--- config.mk ---
export PLATFORM = sky130hd
export DESIGN_NAME = rrm_ctrl
export DESIGN_NICKNAME = d
export VERILOG_FILES = /design/src/rtl/rrm_pkg.sv /design/src/rtl/rrm_ctrl.sv
export SDC_FILE = /design/constraint.sdc
export NUM_CORES = 1
export LEC_CHECK = 0
export BUFFER_PORTS_ARGS = -buffer_cell sky130_fd_sc_hd__buf_2
export CAP_MARGIN = 20
export CORE_AREA = 2 2 39 41
export CTS_CLUSTER_SIZE = 14
export DETAILED_ROUTE_END_ITERATION = 8
export DIE_AREA = 0 0 41 43
export MAX_ROUTING_LAYER = met4
export PLACE_DENSITY = 0.41
export SLEW_MARGIN = 25
export SYNTH_ARGS = -nofsm -noshare
export SYNTH_HDL_FRONTEND = slang
export SYNTH_SLANG_ARGS = --single-unit
--- constraint.sdc ---
create_clock -name clock -period 1.6 [get_ports clock]
set_clock_uncertainty 0.1 [all_clocks]
set_input_delay 0.16 -clock clock [delete_from_list [all_inputs] [get_ports clock]]
set_output_delay 0.16 -clock clock [all_outputs]
set_load 0.02 [all_outputs]
--- src/rtl/rrm_pkg.sv ---
// shared constants, types and helpers of the residency manager
package rrm_pkg;

   localparam int NUM_ENTRIES = 1024;
   localparam int RING_MARGIN = 16;
   localparam int COUNT_WIDTH = 16;

   localparam int RING_SLOTS  = NUM_ENTRIES + RING_MARGIN;
   localparam int TBL_AW      = $clog2(NUM_ENTRIES);
   localparam int RING_AW     = $clog2(RING_SLOTS);

   localparam int OP_W        = 2;
   localparam int ID_W        = 10;
   localparam int ACTION_W    = 3;
   localparam int STATUS_W    = 2;
   localparam int RSP_COUNT_W = 16;

   localparam logic [COUNT_WIDTH-1:0] COUNT_MAX = '1;

   localparam logic [OP_W-1:0] OP_REFERENCE = OP_W'(0);
   localparam logic [OP_W-1:0] OP_RELEASE   = OP_W'(1);
   localparam logic [OP_W-1:0] OP_UPDATE    = OP_W'(2);

   typedef enum logic [ACTION_W-1:0] {
      ACT_NONE     = 3'd0,
      ACT_LOAD     = 3'd1,
      ACT_RESIDENT = 3'd2,
      ACT_FREE     = 3'd3,
      ACT_DROPPED  = 3'd4
   } action_type;

   typedef enum logic [STATUS_W-1:0] {
      STS_OK        = 2'd0,
      STS_UNREF     = 2'd1,
      STS_QUEUED    = 2'd2,
      STS_SATURATED = 2'd3
   } status_type;

   typedef enum logic [1:0] {
      SRC_NONE    = 2'd0,
      SRC_RELEASE = 2'd1,
      SRC_LOAD    = 2'd2
   } ring_src_type;

   // one word of the entry table
   typedef struct packed {
      logic                   resident;
      logic                   rel_mark;
      logic                   ordered;
      logic [COUNT_WIDTH-1:0] count;
   } entry_type;

   // controller to datapath
   typedef struct packed {
      logic clear;
      logic accept;
      logic fetch;
      logic exec;
   } cmd_type;

   // datapath to controller
   typedef struct packed {
      logic clear_last;
      logic to_ring;
      logic out_free;
   } sts_type;

   function automatic logic [RING_AW-1:0] ring_next(input logic [RING_AW-1:0] ptr);
      return (ptr == RING_AW'(RING_SLOTS - 1)) ? '0 : ptr + 1'b1;
   endfunction

endpackage

--- src/rtl/rrm_ctrl.sv ---
// sequencing state machine of the residency manager
module rrm_ctrl import rrm_pkg::*; (
   input  logic    clock,
   input  logic    reset,
   input  logic    req_valid,
   output logic    req_ready,
   input  sts_type sts,
   output cmd_type cmd
);

   typedef enum logic [3:0] {
      S_CLEAR = 4'b0001,
      S_IDLE  = 4'b0010,
      S_FETCH = 4'b0100,
      S_EXEC  = 4'b1000
   } state_type;

   state_type state_ff, state_in;

   always_comb begin
      state_in  = state_ff;
      cmd       = '0;
      req_ready = 1'b0;
      case (state_ff)
         S_CLEAR: begin
            cmd.clear = 1'b1;
            if (sts.clear_last) begin
               state_in = S_IDLE;
            end
         end
         S_IDLE: begin
            req_ready = 1'b1;
            if (req_valid) begin
               cmd.accept = 1'b1;
               state_in   = sts.to_ring ? S_FETCH : S_EXEC;
            end
         end
         S_FETCH: begin
            cmd.fetch = 1'b1;
            state_in  = S_EXEC;
         end
         S_EXEC: begin
            if (sts.out_free) begin
               cmd.exec = 1'b1;
               state_in = S_IDLE;
            end
         end
         default: begin
            state_in = S_CLEAR;
         end
      endcase
   end

   always_ff @(posedge clock) begin
      if (reset) begin
         state_ff <= S_CLEAR;
      end else begin
         state_ff <= state_in;
      end
   end

endmodule

# Word level (Yosys, flattened, before mapping)
# Index checks and enable logic that the tools add are counted.
# Widths: inputs -> output; s select.
[word_totals]
ff_bits = 4
input_bits = 6
output_inout_bits = 5
wordCells = 21
[classes]
n_eq_ne = 7
n_mux = 12
reduce_logical = 1
[ops]
columns = ["cell", "count"]
rows = [
  ["$mux 4", 4],
  ["$pmux 4 s4", 1],
  ["$mux 1", 7],
  ["$ne 2x2->1 const B", 3],
  ["$eq 4x1->1 const B", 1],
  ["$eq 4x2->1 const B", 1],
  ["$eq 4x3->1 const B", 1],
  ["$eq 4x4->1 const B", 1],
  ["$reduce_and 3->1", 1],
]

# Depth between registers and ports, before layout
[logic_depth]
ltp_word = 3
depth_mapped = 4
mapped_depth_nobuf = 3

# Worst setup path before layout
# No wires, ideal clock.
[synth_timing]
kind = "reg2out"
start = "register state_ff[1]"
end = "output port cmd[3] (netlist bit)"
arrival_time_ns = 1.198
required_ns = 1.340
path_slack_ns = 0.142
path_stages_with_launch = 3
path_buffers = 1
cell_sequence = "dfxtp_1 -> buf_6 -> nor4b_1"
[synth_lines]
columns = ["element", "line", "text"]
rows = [
  ["start, declared", "rrm_ctrl.sv:18", "state_type state_ff, state_in;"],
  ["start signal, assigned", "rrm_ctrl.sv:58", "state_ff <= state_in;"],
  ["end, declared", "rrm_ctrl.sv:8", "output cmd_type cmd"],
]

==> impl_results.rst <==
.. list-table::
   :header-rows: 1

   * - Metric
     - Value
   * - Number of flops mapped to enable cells by yosys
     - 0
   * - Register ranked first by flip-flop count
     - state_ff
   * - Most common cell in the netlist
     - sky130_fd_sc_hd__dfxtp_1
   * - Data arrival time of the worst path
     - ~1.3 ns
   * - Register cell area after layout
     - 83.8 µm²
   * - CTS H-tree depth
     - 1
   * - Leakage power total
     - about 0.00014 µW
   * - Most frequent cells after synthesis
     - 4 x sky130_fd_sc_hd__dfxtp_1, 3 x sky130_fd_sc_hd__nor2_1, 2 x sky130_fd_sc_hd__a211oi_1, 2 x sky130_fd_sc_hd__buf_6
   * - Global-route usage over all layers
     - under 10%
   * - Buffers inserted during post-CTS setup optimization
     - 0
   * - Placed Area
     - 330 µm²
   * - Maximum clock insertion buffer count
     - 2
   * - Netlist area before placement
     - 312 µm²
   * - Portion of the clock cycle consumed by the worst path in the final layout
     - between 90% and 100%
   * - Root Buffer Master
     - sky130_fd_sc_hd__clkbuf_4
   * - Mapped Cells
     - 32
   * - Cell row count
     - 14
   * - Net total in the final layout
     - 49
   * - Endpoints failing hold
     - 0
   * - DP HPWL
     - 488 µm
   * - Setup TNS
     - 0 ns
   * - PD cells
     - roughly 770 nW/µm²
   * - Pin count of the biggest net entering global routing
     - 11
   * - #FFs+latches synth
     - 4
   * - Setup Viol. Count Final
     - 0
   * - Max Freq
     - 0.659 GHz
   * - Number of sinks handled by clock tree synthesis
     - 4
   * - Finished Core Util
     - 25.8%
   * - Start-to-end type of the worst setup path
     - flip-flop to primary output
   * - CTS tree
     - built
   * - Total inserted antenna cells
     - 0
   * - Most used flip-flop cell after synthesis
     - sky130_fd_sc_hd__dfxtp_1
   * - Registers with the highest flip-flop counts
     - state_ff: 4 flops
   * - Avg Inst Size Synth
     - 9.74 µm²
   * - Number of unique standard cell types used by synthesis
     - 25
   * - Number of global-route vias before repair
     - between 200 and 300
   * - Area used by multi-input combinational logic
     - 176 µm²
   * - Area share of the leading cell type in the synthesized netlist
     - 25.7%
   * - Clock transition at the registers of the reported paths
     - ~0.04 ns
   * - Die width
     - just over 40 µm
   * - Number of filler cells placed in the layout
     - 162
   * - WL final
     - 617 µm
   * - Number of antenna violations at the first check in global routing
     - 0
   * - Min Clock Period, post-route
     - 1.52 ns
   * - Worst-case headroom to the max-slew limit
     - 74.9%
   * - Clock latency reported for the late side of the worst-skew pair
     - 0.23 ns
   * - Floorplan core area
     - approximately 1400 µm²
   * - Warning count from the yosys run
     - 0
   * - VDD IR-drop max
     - 206 µV
   * - Total DRC errors in the routed layout
     - 0
   * - Count of antenna-violating nets left after detailed routing
     - 0
   * - Total number of vias
     - 269
   * - Detailed Routing Iterations Pass 1
     - 3
   * - Actual transition at the worst max-transition pin
     - 0.376 ns
   * - Max FFs per register
     - 4
   * - Quantity of I/O buffers inserted on ports
     - 10
   * - Number of nets produced by synthesis
     - 38
   * - Fraction of registers with async set or reset after synthesis
     - 0%
   * - Total Die Area
     - 1760 µm²
   * - Average wire length per cell after detail routing
     - 10.8 µm
   * - Final Max Tran Viols
     - 0
   * - Fraction of final layout cells with drive strength greater than 1
     - approximately 46%
   * - Crit path required time
     - 1.34 ns
   * - Critical path endpoint category
     - primary output
   * - Inserted Clock Buffers
     - 3
   * - Via density
     - 4.72
   * - Wire length of the first global-routing pass
     - 972 µm
   * - Sum of overflow across all layers after global routing
     - 0
   * - Dominant cell type by area after synthesis
     - sky130_fd_sc_hd__dfxtp_1
   * - Largest cells by area after synthesis
     - sky130_fd_sc_hd__dfxtp_1 26%, sky130_fd_sc_hd__nor4b_4 7.6%, sky130_fd_sc_hd__buf_6 7.2%
   * - Area of all placed cells without fillers
     - 357 µm²
   * - Drt first-iter violations
     - 1
   * - Seq/Total Area, Yosys
     - 25.7%
   * - Type of the most critical hold path
     - input pin to flip-flop
   * - Routability-driven placement congestion ratio
     - approximately 0.75
   * - Startpoint Class
     - flip-flop
   * - Layout overhead on the synthesized area
     - 14.5%
   * - Result of the run
     - complete, no violations
   * - I/O pin count
     - 11
   * - Setup repair after global routing missed its margin
     - false
   * - Die span in y
     - 43 µm
   * - Starting density of the core
     - 22.5%
   * - Critical-path maximum fanout
     - 10
   * - Number of max-cap violations
     - 0
where the power goes:
part / internal [µW] / switching [µW] / leakage, µW
Combinational: 18.8 / 17.8 / 0.0000913
Sequential: 105 / 11.8 / 0.0000341
Clock: 83.6 / 36.2 / 0.0000138
cell families (layout without fill, tap and decap cells):
group / Yosys count / after routing / share of synthesized area, %
simple gates: 16 / 16 / 40.6
compound gates: 7 / 7 / 16.1
buf+inv: 5 / 14 / 17.7
flops: 4 / 4 / 25.7
repair_timing:
item | 4_1_cts | 5_1_grt
endpoints found under the setup margin | 1 | 1
hold buffers | 0 | 0
gates resized for setup | 1 | 2
hold endpoints to repair | 0 | 0
path summary, 6_finish.rpt:
kind | slack [ns] | cells after the start | startpoint | end
setup / recovery | 0.08 | 2 | state_ff[0]$_SDFFE_PP1P_ | cmd[3]
hold / removal | 0.03 | 2 | reset | state_ff[1]$_SDFFE_PP0P_
setup reg to reg | 0.31 | 3 | state_ff[0]$_SDFFE_PP1P_ | state_ff[0]$_SDFFE_PP1P_
hold reg to reg | 0.45 | 2 | state_ff[1]$_SDFFE_PP0P_ | state_ff[1]$_SDFFE_PP0P_
routing by layer:
metal	vias up	wire length (µm)	track usage [%]
met1	127	248	8.68
met2	4	354	13.8
met5	-	0	-
li1	138	-	-
met3	0	14	1.57
met4	0	0	8.00
placed cells by master (no fill, tap or decap), types with 2 or more instances in the layout:
cell,Yosys,layout
sky130_fd_sc_hd__a211oi_1,2,2
sky130_fd_sc_hd__buf_2,0,10
sky130_fd_sc_hd__clkbuf_4,0,3
sky130_fd_sc_hd__dfxtp_2,0,3
sky130_fd_sc_hd__nor2_1,3,3
per-stage QoR:
stage	std cells	total power [µW]	hold slack, ns	setup slack (ns)
4_1_cts	57	281	0.0209	0.0143
5_1_grt	57	283	0.0345	0.0280
3_5_place_dp	54	155	0.272	0.202
2_1_floorplan	32	146	0.133	0.142
6_report	57	273	0.0258	0.0832
3_3_place_gp	54	154	0.271	0.243
area by class of cell:
cell class                 instances  share of cell area (%)
multi-input combinational         23                    49.5
sequential                         4                    23.5
timing repair buffer              10                    14.0
clock buffer                       3                    6.32
tap                               16                    5.61
inverter                           1                    1.05
worst max-delay path: stages, from the launching register on:
cell                      delay [ns]
sky130_fd_sc_hd__dfxtp_1        0.54
sky130_fd_sc_hd__nor4b_1        0.28
sky130_fd_sc_hd__buf_2          0.22
(Power assumes the default switching activity.)
